==> src/rtl/plu_pkg.sv <==
package plu_pkg;

    localparam int MAX_LEN     = 20;
    localparam int LEN_W       = $clog2(MAX_LEN + 1);
    localparam int RANK_W      = 64;
    localparam int DIGIT_W     = 5;
    localparam int CNT_W       = $clog2(DIGIT_W + 1);
    localparam int FACT_BASE_W = 57;
    localparam int DIV_W       = FACT_BASE_W + DIGIT_W - 1;

    typedef logic [LEN_W-1:0]   len_t;
    typedef logic [RANK_W-1:0]  rank_t;
    typedef logic [DIGIT_W-1:0] digit_t;

    typedef struct packed {
        logic load_rank;
        logic start;
    } plu_div_ctrl_t;

    typedef struct packed {
        logic init;
        logic shift;
        len_t idx;
    } plu_cell_ctrl_t;

    function automatic rank_t fact(input len_t idx);
        rank_t f;
        begin
            case (idx)
                5'd0:    f = 64'd1;
                5'd1:    f = 64'd1;
                5'd2:    f = 64'd2;
                5'd3:    f = 64'd6;
                5'd4:    f = 64'd24;
                5'd5:    f = 64'd120;
                5'd6:    f = 64'd720;
                5'd7:    f = 64'd5040;
                5'd8:    f = 64'd40320;
                5'd9:    f = 64'd362880;
                5'd10:   f = 64'd3628800;
                5'd11:   f = 64'd39916800;
                5'd12:   f = 64'd479001600;
                5'd13:   f = 64'd6227020800;
                5'd14:   f = 64'd87178291200;
                5'd15:   f = 64'd1307674368000;
                5'd16:   f = 64'd20922789888000;
                5'd17:   f = 64'd355687428096000;
                5'd18:   f = 64'd6402373705728000;
                5'd19:   f = 64'd121645100408832000;
                5'd20:   f = 64'd2432902008176640000;
                default: f = 64'd0;
            endcase
            return f;
        end
    endfunction

endpackage

==> src/rtl/permutation_unrank_lehmer.sv <==
// Channel  Handshake              Payload
// cfg      cfg_valid / cfg_ready  perm_length
// in       in_valid / in_ready    rank
// out      out_valid / out_ready  element, position, is_last, rank_error
//
// After a rank transfers, the core runs a range check against n! (n = perm_length,
// saturated to 1..20), then per element five quotient-bit steps of the
// shift-subtract digit unit and an emit step.
// A rank at or above n! gives one error result after the range check.
// rst_n is asynchronous and clears control state; perm_length resets to 1.
// A stalled output holds the core; a new rank transfers while the last result waits.
module permutation_unrank_lehmer (
    input  logic           clk,
    input  logic           rst_n,
    input  logic           cfg_valid,
    output logic           cfg_ready,
    input  plu_pkg::len_t  perm_length,
    input  logic           in_valid,
    output logic           in_ready,
    input  plu_pkg::rank_t rank,
    output logic           out_valid,
    input  logic           out_ready,
    output plu_pkg::len_t  element,
    output plu_pkg::len_t  position,
    output logic           is_last,
    output logic           rank_error
);

    typedef enum logic [2:0] {
        ST_IDLE  = 3'b001,
        ST_CHECK = 3'b010,
        ST_DIV   = 3'b100
    } plu_state_t;

    plu_state_t              state_reg;
    plu_state_t              state_next;
    plu_pkg::len_t           perm_length_reg;
    plu_pkg::len_t           perm_length_next;
    plu_pkg::len_t           n_reg;
    plu_pkg::len_t           n_next;
    plu_pkg::len_t           pos_reg;
    plu_pkg::len_t           pos_next;
    logic                    out_valid_reg;
    logic                    out_valid_next;
    plu_pkg::len_t           element_reg;
    plu_pkg::len_t           element_next;
    plu_pkg::len_t           position_reg;
    plu_pkg::len_t           position_next;
    logic                    is_last_reg;
    logic                    is_last_next;
    logic                    rank_error_reg;
    logic                    rank_error_next;

    plu_pkg::plu_div_ctrl_t  div_ctrl;
    plu_pkg::plu_cell_ctrl_t cell_ctrl;
    logic                    div_busy;
    plu_pkg::digit_t         digit;
    plu_pkg::rank_t          div_rem;
    plu_pkg::rank_t          base_full;
    plu_pkg::len_t           base_idx;
    plu_pkg::len_t           len_eff;
    plu_pkg::len_t           count;
    plu_pkg::len_t           idx;
    logic                    out_free;
    logic                    load_out;
    logic                    last;
    logic                    too_big;
    plu_pkg::len_t           pool_val [plu_pkg::MAX_LEN];

    always_comb
    begin
        if (perm_length_reg == '0)
        begin
            len_eff = plu_pkg::len_t'(1);
        end
        else if (perm_length_reg > plu_pkg::len_t'(plu_pkg::MAX_LEN))
        begin
            len_eff = plu_pkg::len_t'(plu_pkg::MAX_LEN);
        end
        else
        begin
            len_eff = perm_length_reg;
        end

        perm_length_next = (cfg_valid && cfg_ready) ? perm_length : perm_length_reg;

        out_free = !out_valid_reg || out_ready;
        count    = n_reg - pos_reg;
        idx      = (plu_pkg::len_t'(digit) >= count) ? count - 1'b1 : plu_pkg::len_t'(digit);
        last     = (pos_reg == n_reg - 1'b1);
        too_big  = (div_rem >= plu_pkg::fact(n_reg));
        base_idx = (state_reg == ST_CHECK) ? n_reg - 1'b1
                                           : n_reg - pos_reg - plu_pkg::len_t'(2);
        base_full = plu_pkg::fact(base_idx);

        state_next      = state_reg;
        n_next          = n_reg;
        pos_next        = pos_reg;
        div_ctrl        = '0;
        cell_ctrl.init  = 1'b0;
        cell_ctrl.shift = 1'b0;
        cell_ctrl.idx   = idx;
        load_out        = 1'b0;
        element_next    = '0;
        position_next   = '0;
        is_last_next    = 1'b1;
        rank_error_next = 1'b0;

        case (state_reg)
            ST_IDLE:
            begin
                if (in_valid)
                begin
                    div_ctrl.load_rank = 1'b1;
                    cell_ctrl.init     = 1'b1;
                    n_next             = len_eff;
                    pos_next           = '0;
                    state_next         = ST_CHECK;
                end
            end
            ST_CHECK:
            begin
                if (too_big)
                begin
                    if (out_free)
                    begin
                        load_out        = 1'b1;
                        rank_error_next = 1'b1;
                        state_next      = ST_IDLE;
                    end
                end
                else
                begin
                    div_ctrl.start = 1'b1;
                    state_next     = ST_DIV;
                end
            end
            ST_DIV:
            begin
                if (!div_busy && out_free)
                begin
                    load_out        = 1'b1;
                    element_next    = pool_val[idx];
                    position_next   = pos_reg;
                    is_last_next    = last;
                    cell_ctrl.shift = 1'b1;
                    if (last)
                    begin
                        state_next = ST_IDLE;
                    end
                    else
                    begin
                        pos_next       = pos_reg + 1'b1;
                        div_ctrl.start = 1'b1;
                    end
                end
            end
            default:
            begin
                state_next = ST_IDLE;
            end
        endcase

        if (load_out)
        begin
            out_valid_next = 1'b1;
        end
        else if (out_ready)
        begin
            out_valid_next = 1'b0;
        end
        else
        begin
            out_valid_next = out_valid_reg;
        end
    end

    always_ff @(posedge clk or negedge rst_n)
    begin
        if (!rst_n)
        begin
            state_reg       <= ST_IDLE;
            perm_length_reg <= plu_pkg::len_t'(1);
            out_valid_reg   <= 1'b0;
            n_reg           <= plu_pkg::len_t'(1);
            pos_reg         <= '0;
        end
        else
        begin
            state_reg       <= state_next;
            perm_length_reg <= perm_length_next;
            out_valid_reg   <= out_valid_next;
            n_reg           <= n_next;
            pos_reg         <= pos_next;
        end
    end

    always_ff @(posedge clk)
    begin
        if (load_out)
        begin
            element_reg    <= element_next;
            position_reg   <= position_next;
            is_last_reg    <= is_last_next;
            rank_error_reg <= rank_error_next;
        end
    end

    plu_digit u_digit (
        .clk   (clk),
        .rst_n (rst_n),
        .ctrl  (div_ctrl),
        .rank  (rank),
        .base  (base_full[plu_pkg::FACT_BASE_W-1:0]),
        .busy  (div_busy),
        .digit (digit),
        .rem   (div_rem)
    );

    for (genvar i = 0; i < plu_pkg::MAX_LEN; i++)
    begin : g_pool
        plu_pkg::len_t right_val;

        if (i == plu_pkg::MAX_LEN - 1)
        begin : g_end
            assign right_val = '0;
        end
        else
        begin : g_mid
            assign right_val = pool_val[i+1];
        end

        plu_cell u_cell (
            .clk       (clk),
            .my_index  (plu_pkg::len_t'(i)),
            .ctrl      (cell_ctrl),
            .right_val (right_val),
            .val       (pool_val[i])
        );
    end

    assign cfg_ready  = 1'b1;
    assign in_ready   = (state_reg == ST_IDLE);
    assign out_valid  = out_valid_reg;
    assign element    = element_reg;
    assign position   = position_reg;
    assign is_last    = is_last_reg;
    assign rank_error = rank_error_reg;

endmodule

==> src/rtl/plu_cell.sv <==
module plu_cell (
    input  logic                    clk,
    input  plu_pkg::len_t           my_index,
    input  plu_pkg::plu_cell_ctrl_t ctrl,
    input  plu_pkg::len_t           right_val,
    output plu_pkg::len_t           val
);

    plu_pkg::len_t val_reg;
    plu_pkg::len_t val_next;

    always_comb
    begin
        val_next = val_reg;
        if (ctrl.init)
        begin
            val_next = my_index;
        end
        else if (ctrl.shift && (my_index >= ctrl.idx))
        begin
            val_next = right_val;
        end
    end

    always_ff @(posedge clk)
    begin
        val_reg <= val_next;
    end

    assign val = val_reg;

endmodule

==> src/rtl/plu_digit.sv <==
module plu_digit (
    input  logic                              clk,
    input  logic                              rst_n,
    input  plu_pkg::plu_div_ctrl_t            ctrl,
    input  plu_pkg::rank_t                    rank,
    input  logic [plu_pkg::FACT_BASE_W-1:0]   base,
    output logic                              busy,
    output plu_pkg::digit_t                   digit,
    output plu_pkg::rank_t                    rem
);

    plu_pkg::rank_t                 rem_reg;
    plu_pkg::rank_t                 rem_next;
    logic [plu_pkg::DIV_W-1:0]      div_reg;
    logic [plu_pkg::DIV_W-1:0]      div_next;
    plu_pkg::digit_t                digit_reg;
    plu_pkg::digit_t                digit_next;
    logic [plu_pkg::CNT_W-1:0]      cnt_reg;
    logic [plu_pkg::CNT_W-1:0]      cnt_next;
    logic                           busy_reg;
    logic                           busy_next;
    plu_pkg::rank_t                 div_ext;
    logic                           fits;

    always_comb
    begin
        div_ext = {{(plu_pkg::RANK_W - plu_pkg::DIV_W){1'b0}}, div_reg};
        fits    = (rem_reg >= div_ext);

        busy_next  = busy_reg;
        cnt_next   = cnt_reg;
        rem_next   = rem_reg;
        div_next   = div_reg;
        digit_next = digit_reg;

        if (ctrl.load_rank)
        begin
            rem_next = rank;
        end

        if (ctrl.start)
        begin
            busy_next  = 1'b1;
            cnt_next   = plu_pkg::CNT_W'(plu_pkg::DIGIT_W);
            div_next   = {base, {(plu_pkg::DIGIT_W - 1){1'b0}}};
            digit_next = '0;
        end
        else if (busy_reg)
        begin
            cnt_next   = cnt_reg - 1'b1;
            busy_next  = (cnt_reg != plu_pkg::CNT_W'(1));
            div_next   = div_reg >> 1;
            digit_next = {digit_reg[plu_pkg::DIGIT_W-2:0], fits};
            if (fits)
            begin
                rem_next = rem_reg - div_ext;
            end
        end
    end

    always_ff @(posedge clk or negedge rst_n)
    begin
        if (!rst_n)
        begin
            busy_reg <= 1'b0;
            cnt_reg  <= '0;
        end
        else
        begin
            busy_reg <= busy_next;
            cnt_reg  <= cnt_next;
        end
    end

    always_ff @(posedge clk)
    begin
        rem_reg   <= rem_next;
        div_reg   <= div_next;
        digit_reg <= digit_next;
    end

    assign busy  = busy_reg;
    assign digit = digit_reg;
    assign rem   = rem_reg;

endmodule

==> config.mk <==
export PLATFORM = sky130hd
export DESIGN_NAME = permutation_unrank_lehmer
export DESIGN_NICKNAME = d
export VERILOG_FILES = /design/src/rtl/plu_pkg.sv /design/src/rtl/permutation_unrank_lehmer.sv /design/src/rtl/plu_cell.sv /design/src/rtl/plu_digit.sv
export SDC_FILE = /design/constraint.sdc
export NUM_CORES = 1
export LEC_CHECK = 0
export BUFFER_PORTS_ARGS = -buffer_cell sky130_fd_sc_hd__buf_2
export CORE_AREA = 2 2 264 266
export DETAILED_ROUTE_END_ITERATION = 10
export DIE_AREA = 0 0 266 268
export PLACE_DENSITY_LB_ADDON = 0.3
export SLEW_MARGIN = 20
export SYNTH_ARGS = -nofsm -noshare
export SYNTH_HDL_FRONTEND = slang
export SYNTH_HIERARCHICAL = 1
export SYNTH_SLANG_ARGS = --single-unit
==> constraint.sdc <==
create_clock -name clk -period 6 [get_ports clk]
set_input_delay 0.6 -clock clk [delete_from_list [all_inputs] [get_ports clk]]
set_output_delay 0.6 -clock clk [all_outputs]
set_load 0.01 [all_outputs]
==> results of run 1 <==
area by class of cell:
class,count,area (µm²),share of cell area
Multi-Input combinational cell,1980,14600,0.576
Sequential cell,265,7120,0.281
Tap cell,882,1100,0.0436
Clock buffer,52,1000,0.0395
Inverter,204,766,0.0302
Timing Repair Buffer,112,661,0.0261
Clock inverter,12,96.3,0.00380
metal layers:
metal / global-route usage / wire [µm] / up-vias
li1: - / - / 8923
met5: 0 / 0 / -
met4: 0.0492 / 1600 / 0
met2: 0.294 / 29200 / 468
met1: 0.253 / 31100 / 8793
met3: 0.0226 / 2960 / 89
cell usage in the layout (no fill, tap or decap), drive strengths merged, types with 49 or more instances in the layout:
master  instances
a21o           89
a21oi         160
buf           112
clkbuf         52
conb          207
dfxtp          73
edfxtp        169
ha            250
inv           208
mux2          116
mux2i          81
nand2         216
nand3          49
nor2          116
o21ai         170
worst paths after layout:
path	to	cells past startpoint	startpoint
max in group asynchronous	u_digit/busy	1	rst_n
min reg2reg	u_digit/div_reg[0]	2	u_digit/div_reg[0]
max reg2reg	u_digit/div_reg[37]	15	n_reg[0]
min	out_valid	1	rst_n
max	u_digit/div_reg[37]	15	n_reg[0]
min in group clk	perm_length_reg[3]	2	perm_length[3]
stage by stage:
stage | utilization | instances
CTS | 0.371 | 3507
detailed placement | 0.355 | 3443
global route | 0.371 | 3507
finish | 0.371 | 3507
floorplan | - | 2565
global placement | 0.355 | 3443
kinds of logic after synthesis:
kind of cell    after synthesis  synth area share
compound gates              645             0.187
simple gates                597             0.129
buf+inv                     320            0.0672
flops                       265             0.318
fa+ha+maj                   252             0.141
mux                         212             0.129
xor+xnor                     67            0.0278
other cells                   2          0.000335
==> impl_metrics.json, run 1 <==
{
  "status": "finished, final reports clean",
  "fin_crit_ps": 5210,
  "crit_path_cell_trace": "inv_1 > ha_1 > inv_1 > a21oi_1 > o21ai_0 > ha_1 > a21o_1 > a211oi_1 > o211ai_1 > a211o_1 > a221o_1 > or4_1 > nand2_2 > buf_4 > o21ai_0",
  "reg2reg_setup_slack_ps": 790,
  "netlist.area_leader.share": 0.227,
  "globalRouteOverflowTotal": 0,
  "number_of_synthesized_register_bits": 265,
  "cts_resized": 0,
  "cts.sinks": 265,
  "post_route_clock_skew_ps": 18.6,
  "syn-mean-instance-area_um2": 9.49,
  "count_of_flip_flops_with_a_built_in_enable_after_synthesis": 169,
  "ys.warnings.count": 6,
  "grt_start_max_net_pins": 157,
  "pre_cts_slack_ps": 879,
  "fin_setup_tns_ps": 0,
  "final.fill_count": 6901,
  "cp_slowest_stage_delay_ps": 680,
  "path_max_fanout": 94,
  "detailed_place.area_um2": 24200,
  "period_share": 0.868,
  "asyncSetResetFlopFracSynth": 0.0868,
  "final.hold.worst_slack_ps": 52.6,
  "tritoncts.num_buffers": 35,
  "startpoint_types": "flop",
  "slew_headroom": 0.270,
  "cp_top_family": "compound AO/OA/AOI/OAI gates",
  "antennaDiodeCount": 0,
  "detail_route.vias_per_cell": 5.21,
  "drive_above_1_share": 0.122,
  "synthDominantAreaCellType": "sky130_fd_sc_hd__edfxtp_1",
  "chipHeight_um": 268,
  "initial_utilization": 0.328,
  "clk-insertion-delay-late_ps": 570,
  "final_design_area_no_fill_um2": 25300,
  "post_detailed_route_wirelength_per_cell_um": 18.5,
  "setup_viol": 0,
  "critPathRequiredTime_ps": 6270,
  "detail_route.drc_violations": 0,
  "synthDistinctLibCells": 101,
  "die-area_um2": 71300,
  "cap_viol_max_count": 0,
  "postCtsHoldBufs": 0,
  "area.growth.synth_to_final_pct": 13.0,
  "post_synth_instance_area_um2": 22400,
  "synth.most_common_cell": "sky130_fd_sc_hd__ha_1",
  "worst-endpoint-arrival_ps": 5480,
  "synth_cells": 2360,
  "synth_commonest_cells": "250 x sky130_fd_sc_hd__ha_1, 214 x sky130_fd_sc_hd__nand2_1, 204 x sky130_fd_sc_hd__inv_1",
  "timing_max_transition_violations_final": 0,
  "synth_top_cells_by_area": "sky130_fd_sc_hd__edfxtp_1 23%, sky130_fd_sc_hd__ha_1 14%, sky130_fd_sc_hd__mux2_4 6.7%, sky130_fd_sc_hd__dfxtp_1 6.5%, sky130_fd_sc_hd__mux2i_1 3.6%",
  "drt_first_pass_iters": 6,
  "die_x_um": 266,
  "max_freq_mhz": 192,
  "ys_seq_area_frac": 0.318,
  "critical_path.slowest_cell": "sky130_fd_sc_hd__buf_4",
  "first_global_vias": 17900,
  "global_route_wire_length_before_repair_mm": 102,
  "tritoncts_clock_tree": "built",
  "grt_setup_unrepaired": "no",
  "io_buffer_count": 87,
  "worst-path-buf-inv": 3,
  "gr-usage-all-layers": 0.181,
  "grt_antenna_before_repair": 0,
  "place_congestion": 0.896,
  "setup_slack_ps": 792,
  "worst_pin_slew_ps": 1090,
  "path_class": "reg2reg",
  "pin_count": 89,
  "synth_ff_type": "sky130_fd_sc_hd__edfxtp_1",
  "drt_first_iter_violations": 1409,
  "finalNetCount": 2924,
  "cts.repair_timing.setup_buffer_count": 0,
  "htree_levels": 2,
  "worst_hold_path_type": "in2async",
  "cts-root-to-sink-buffers": 3,
  "route.final.wire_length_mm": 64.8,
  "timing.final.hold_violations": 0,
  "core_area_um2": 68200,
  "ant_nets": 0,
  "largest_register_ffs": 100,
  "hpwl_detailed_mm": 49.8,
  "worstSetupEndpointType": "flop",
  "number_of_rows_created_at_floorplan": 96,
  "via_count": 18300,
  "clk_root_buffer_cell": "sky130_fd_sc_hd__clkbuf_16",
  "worst_setup_hold_path_clk_slew_ps": 60
}
Power of run 1 is left out: the tool's default activity adds up to more than one toggle a clock period on the data nets, which glitch-free logic cannot reach.
==> run 2: changes to the inputs <==
--- a/config.mk
+++ b/config.mk
@@ -6,6 +6,8 @@
 export NUM_CORES = 1
 export LEC_CHECK = 0
 export BUFFER_PORTS_ARGS = -buffer_cell sky130_fd_sc_hd__buf_2
+export CELL_PAD_IN_SITES_DETAIL_PLACEMENT = 1
+export CELL_PAD_IN_SITES_GLOBAL_PLACEMENT = 2
 export CORE_AREA = 2 2 264 266
 export DETAILED_ROUTE_END_ITERATION = 10
 export DIE_AREA = 0 0 266 268
==> impl_metrics.json, run 2 (same netlist as run 1, synthesis figures left out) <==
{
  "first_global_vias": 19700,
  "critPathRequiredTime_ps": 6200,
  "finalNetCount": 2934,
  "worst_setup_hold_path_clk_slew_ps": 50,
  "largest_register_ffs": 100,
  "die_x_um": 266,
  "gr-usage-all-layers": 0.199,
  "cts.sinks": 265,
  "drive_above_1_share": 0.126,
  "layout_common_cells": "250 x sky130_fd_sc_hd__ha_1, 213 x sky130_fd_sc_hd__nand2_1, 207 x sky130_fd_sc_hd__conb_1, 204 x sky130_fd_sc_hd__inv_1, 169 x sky130_fd_sc_hd__edfxtp_1",
  "route.final.wire_length_mm": 71.0,
  "reg2reg_from": "n_reg[0]",
  "via_count": 18300,
  "finish.cell_count_without_fillers": 3517,
  "place_congestion": 0.881,
  "hpwl_detailed_mm": 55.3,
  "cap_viol_max_count": 0,
  "timing.final.hold_violations": 0,
  "htree_levels": 2,
  "initial_utilization": 0.328,
  "area.growth.synth_to_final_pct": 13.6,
  "met2_wl_post_dr_mm": 35.4,
  "total_instance_count_after_detailed_placement": 3450,
  "drt_first_pass_iters": 5,
  "pin_count": 89,
  "status": "finished, final reports clean",
  "path_class": "reg2reg",
  "top_layer_used": "met4",
  "leading_cell_type_in_the_layout_fill_and_taps_excluded": "sky130_fd_sc_hd__ha_1",
  "period_share": 0.947,
  "grt_setup_unrepaired": "no",
  "ant_nets": 0,
  "timing_max_transition_violations_final": 0,
  "setup_viol": 0,
  "detail_route.drc_violations": 0,
  "fin_crit_ps": 5680,
  "path_max_fanout": 95,
  "worst-endpoint-arrival_ps": 5880,
  "clk_root_buffer_cell": "sky130_fd_sc_hd__clkbuf_16",
  "antennaDiodeCount": 0,
  "worst_pin_slew_ps": 950,
  "clk-insertion-delay-late_ps": 570,
  "met3WireLength_mm": 1.65,
  "globalRouteOverflowTotal": 0,
  "post_detailed_route_wirelength_per_cell_um": 20.2,
  "fin_setup_tns_ps": 0,
  "post_route_clock_skew_ps": 23.0,
  "worst_hold_path_type": "in2async",
  "core_area_um2": 68200,
  "global_route_wire_length_before_repair_mm": 111,
  "die-area_um2": 71300,
  "drt_first_iter_violations": 799,
  "slew_headroom": 0.361,
  "worst_setup_path_startpoint": "n_reg[0]",
  "grt_start_max_net_pins": 154,
  "max_freq_mhz": 176,
  "cts.repair_timing.setup_buffer_count": 0,
  "number_of_rows_created_at_floorplan": 96,
  "startpoint_types": "flop",
  "chipHeight_um": 268,
  "tritoncts_clock_tree": "built",
  "io_buffer_count": 87,
  "worstSetupEndpointType": "flop",
  "tritoncts.num_buffers": 37,
  "cts-root-to-sink-buffers": 3,
  "detail_route.vias_per_cell": 5.21,
  "grt_antenna_before_repair": 0,
  "met1Wirelength_mm": 32.1
}
[run 2: cell types whose count changed in the layout (fill, tap and decap cells not counted), sizes merged]
cell      delta
clkinvlp     +3
clkbuf       -1
bufinv       +1
clkinv       +1
inv          -2
buf          +8
[run 2: repair_timing]
item | 4_1_cts | 5_1_grt
gates resized for setup | 0 | 1
hold buffers | 0 | 0
setup endpoints to repair | 0 | 58
[run 2: layout make-up]
cell class | instances | area (µm²)
clock inverter | 15 | 140
multi-input combinational | 1980 | 14600
tap | 882 | 1100
timing repair buffer | 120 | 744
clock buffer | 51 | 998
inverter | 204 | 766
fill | 7904 | 42800
sequential | 265 | 7120
[run 2: critical path, cell delays in order (launching register included)]
cell                       delay (ps)
sky130_fd_sc_hd__dfstp_2          440
sky130_fd_sc_hd__inv_1            300
sky130_fd_sc_hd__ha_1             410
sky130_fd_sc_hd__inv_1            130
sky130_fd_sc_hd__a21oi_1          420
sky130_fd_sc_hd__o21ai_0          260
sky130_fd_sc_hd__ha_1             350
sky130_fd_sc_hd__a21o_1           160
sky130_fd_sc_hd__a211oi_1         270
sky130_fd_sc_hd__o211ai_1         140
sky130_fd_sc_hd__a211o_1          330
sky130_fd_sc_hd__a221o_1          290
sky130_fd_sc_hd__or4_1            560
sky130_fd_sc_hd__nand2_2          110
sky130_fd_sc_hd__buf_6            500
sky130_fd_sc_hd__or2_2            230
sky130_fd_sc_hd__buf_4            370
[run 2: through the flow]
step	utilization	hold slack [ps]	setup slack, ps	instance area (µm²)
after global placement	0.356	492	426	24300
after floorplan	-	304	1130	23200
after CTS	0.373	57.1	210	25400
after global routing	0.373	96.4	47.8	25400
after detailed placement	0.356	504	231	24300
final	0.373	56.2	320	25400
[run 2: path summary, 6_finish.rpt]
kind | to | slack (ps) | cells past startpoint
max | u_digit/div_reg[11] | 320 | 16
min | perm_length_reg[2] | 60 | 1
max reg2reg | u_digit/div_reg[11] | 320 | 16
min reg2reg | u_digit/digit[0] | 520 | 2
max in group asynchronous | u_digit/busy | 5500 | 1
min in group clk | perm_length_reg[1] | 280 | 2
[run 2: routing by layer]
layer  track usage  vias up
li1              -     8909
met1         0.250     9091
met2         0.361      241
met3        0.0192       84
met4        0.0582        0
met5             0        -
Power of run 2 is left out for the same reason.
==> run 3: changes to the inputs <==
--- a/config.mk
+++ b/config.mk
@@ -11,6 +11,7 @@
 export CORE_AREA = 2 2 264 266
 export DETAILED_ROUTE_END_ITERATION = 10
 export DIE_AREA = 0 0 266 268
+export GPL_TIMING_DRIVEN = 0
 export PLACE_DENSITY_LB_ADDON = 0.3
 export SLEW_MARGIN = 20
 export SYNTH_ARGS = -nofsm -noshare
==> impl_metrics.json, run 3 (same netlist as run 1, synthesis figures left out) <==
{
  "worst-endpoint-arrival_ps": 6210,
  "grt_antenna_before_repair": 1,
  "leading_cell_type_in_the_layout_fill_and_taps_excluded": "sky130_fd_sc_hd__ha_1",
  "met3_usage": 0.0203,
  "via_count": 18900,
  "endpoint": "u_digit/rem[41]",
  "grt_start_max_net_pins": 59,
  "worst_hold_path_type": "in2async",
  "post_detailed_route_wirelength_per_cell_um": 20.9,
  "grt.met1_usage": 0.264,
  "setup_viol": 0,
  "timing.final.hold_violations": 0,
  "detail_route.vias_per_cell": 5.25,
  "gr-max-usage-layer": "met2",
  "hpwl_detailed_mm": 60.1,
  "io_buffer_count": 87,
  "pre_cts_slack_ps": -1770,
  "worst_setup_hold_path_clk_slew_ps": 50,
  "initial_utilization": 0.328,
  "grt_setup_unrepaired": "no",
  "cap_viol_max_count": 0,
  "pin_count": 89,
  "layout_common_cells": "249 x sky130_fd_sc_hd__ha_1, 212 x sky130_fd_sc_hd__nand2_1, 207 x sky130_fd_sc_hd__conb_1, 201 x sky130_fd_sc_hd__inv_1, 169 x sky130_fd_sc_hd__edfxtp_1",
  "grt_util_met2": 0.384,
  "tritoncts.num_buffers": 36,
  "cts-root-to-sink-buffers": 3,
  "worst_setup_path_startpoint": "n_reg[1]",
  "status": "finished, final reports clean",
  "detail_route.drc_violations": 0,
  "core_area_um2": 68200,
  "clk-insertion-delay-late_ps": 560,
  "finalCoreUtilization": 0.382,
  "postCtsHoldBufs": 0,
  "die_x_um": 266,
  "tritoncts_clock_tree": "built",
  "timing_max_transition_violations_final": 0,
  "slew_headroom": 0.239,
  "startpoint_types": "flop",
  "die-area_um2": 71300,
  "reg2reg_to": "u_digit/rem[41]",
  "place_congestion": 0.909,
  "cts.sinks": 265,
  "route.final.wire_length_mm": 75.4,
  "number_of_rows_created_at_floorplan": 96,
  "path_max_fanout": 10,
  "htree_levels": 2,
  "worst_pin_slew_ps": 1140,
  "detailed_place.area_um2": 24800,
  "drt_first_iter_violations": 971,
  "clk_root_buffer_cell": "sky130_fd_sc_hd__clkbuf_16",
  "reg2reg_setup_slack_ps": 220,
  "worstSetupEndpointType": "flop",
  "path_class": "reg2reg",
  "max_freq_mhz": 173,
  "global_route_wire_length_before_repair_mm": 116,
  "finish.cell_count_without_fillers": 3608,
  "fin_crit_ps": 5780,
  "worst-r2r-cell-count": 22,
  "setup_slack_ps": 216,
  "ant_nets": 0,
  "reg2reg_from": "n_reg[1]",
  "post_route_clock_skew_ps": 23.9,
  "finalNetCount": 3023,
  "first_global_vias": 20000,
  "period_share": 0.964,
  "largest_register_ffs": 100,
  "globalRouteOverflowTotal": 0,
  "final_design_area_no_fill_um2": 26100,
  "drive_above_1_share": 0.140,
  "drt_first_pass_iters": 5,
  "area.growth.synth_to_final_pct": 16.3,
  "total_instance_count_after_detailed_placement": 3540,
  "gr-usage-all-layers": 0.211,
  "chipHeight_um": 268,
  "critPathRequiredTime_ps": 6420
}
[run 3: cell count changes in the layout (fill, tap and decap cells not counted), moves of 3 or more]
cell	change
sky130_fd_sc_hd__clkinv_2	+3
sky130_fd_sc_hd__inv_1	-3
sky130_fd_sc_hd__clkbuf_4	+5
sky130_fd_sc_hd__clkbuf_2	+6
sky130_fd_sc_hd__buf_1	+8
sky130_fd_sc_hd__clkbuf_1	+36
sky130_fd_sc_hd__buf_6	+28
sky130_fd_sc_hd__buf_4	-11
sky130_fd_sc_hd__buf_2	+13
sky130_fd_sc_hd__clkinv_1	+6
[run 3: how the worst min path moves through the flow]
stage	start	endpoint	slack, ps	cells past startpoint
floorplan	rst_n	n_reg[1]	300	0
global placement	u_digit/digit[0]	u_digit/digit[0]	470	2
detailed placement	u_digit/digit[0]	u_digit/digit[0]	490	2
CTS	rst_n	perm_length_reg[4]	50	1
global route	rst_n	perm_length_reg[4]	60	1
finish	rst_n	perm_length_reg[4]	50	1
[run 3: worst max-delay path, stage by stage, from the launching register on]
cell	delay (ps)
sky130_fd_sc_hd__dfrtp_2	500
sky130_fd_sc_hd__clkbuf_4	260
sky130_fd_sc_hd__clkinvlp_4	160
sky130_fd_sc_hd__ha_2	300
sky130_fd_sc_hd__inv_1	130
sky130_fd_sc_hd__a21oi_4	250
sky130_fd_sc_hd__o21ai_1	180
sky130_fd_sc_hd__ha_1	340
sky130_fd_sc_hd__a21o_1	160
sky130_fd_sc_hd__a211oi_1	230
sky130_fd_sc_hd__o211ai_1	120
sky130_fd_sc_hd__a211o_1	350
sky130_fd_sc_hd__a221o_1	410
sky130_fd_sc_hd__or4_4	590
sky130_fd_sc_hd__nand2_4	140
sky130_fd_sc_hd__nor2b_1	60
sky130_fd_sc_hd__clkbuf_4	230
sky130_fd_sc_hd__o211a_1	150
sky130_fd_sc_hd__buf_4	210
sky130_fd_sc_hd__clkbuf_4	250
sky130_fd_sc_hd__clkbuf_4	270
sky130_fd_sc_hd__a211oi_1	290
sky130_fd_sc_hd__a21oi_1	60
[run 3: cell type report]
type,instances,area [µm²]
inverter,204,773
tap,882,1100
fill,7987,42200
sequential,265,7120
timing repair buffer,97,543
antenna,1,2.50
clock inverter,21,181
multi-input combinational,1980,14600
buffer,113,762
clock buffer,45,956
[run 3: timing repair]
action / 4_1_cts / 5_1_grt
endpoints found under the setup margin: 253 / 108
setup buffers: 3 / 1
gates resized for setup: 25 / 11
pin swaps: 0 / 1
[run 3: per-layer routing]
| layer | vias to the layer above | wire length (µm) |
|---|---|---|
| li1 | 9104 | - |
| met1 | 9403 | 33400 |
| met2 | 320 | 37600 |
| met3 | 100 | 2290 |
| met4 | 0 | 2160 |
| met5 | - | 0 |
[run 3: through the flow]
step | TNS [ps] | hold WS (ps)
final | 0 | 50.9
after detailed placement | -210670 | 490
after floorplan | 0 | 304
after CTS | 0 | 49.3
after global routing | 0 | 62.9
after global placement | -283560 | 466
Power of run 3 is left out for the same reason.
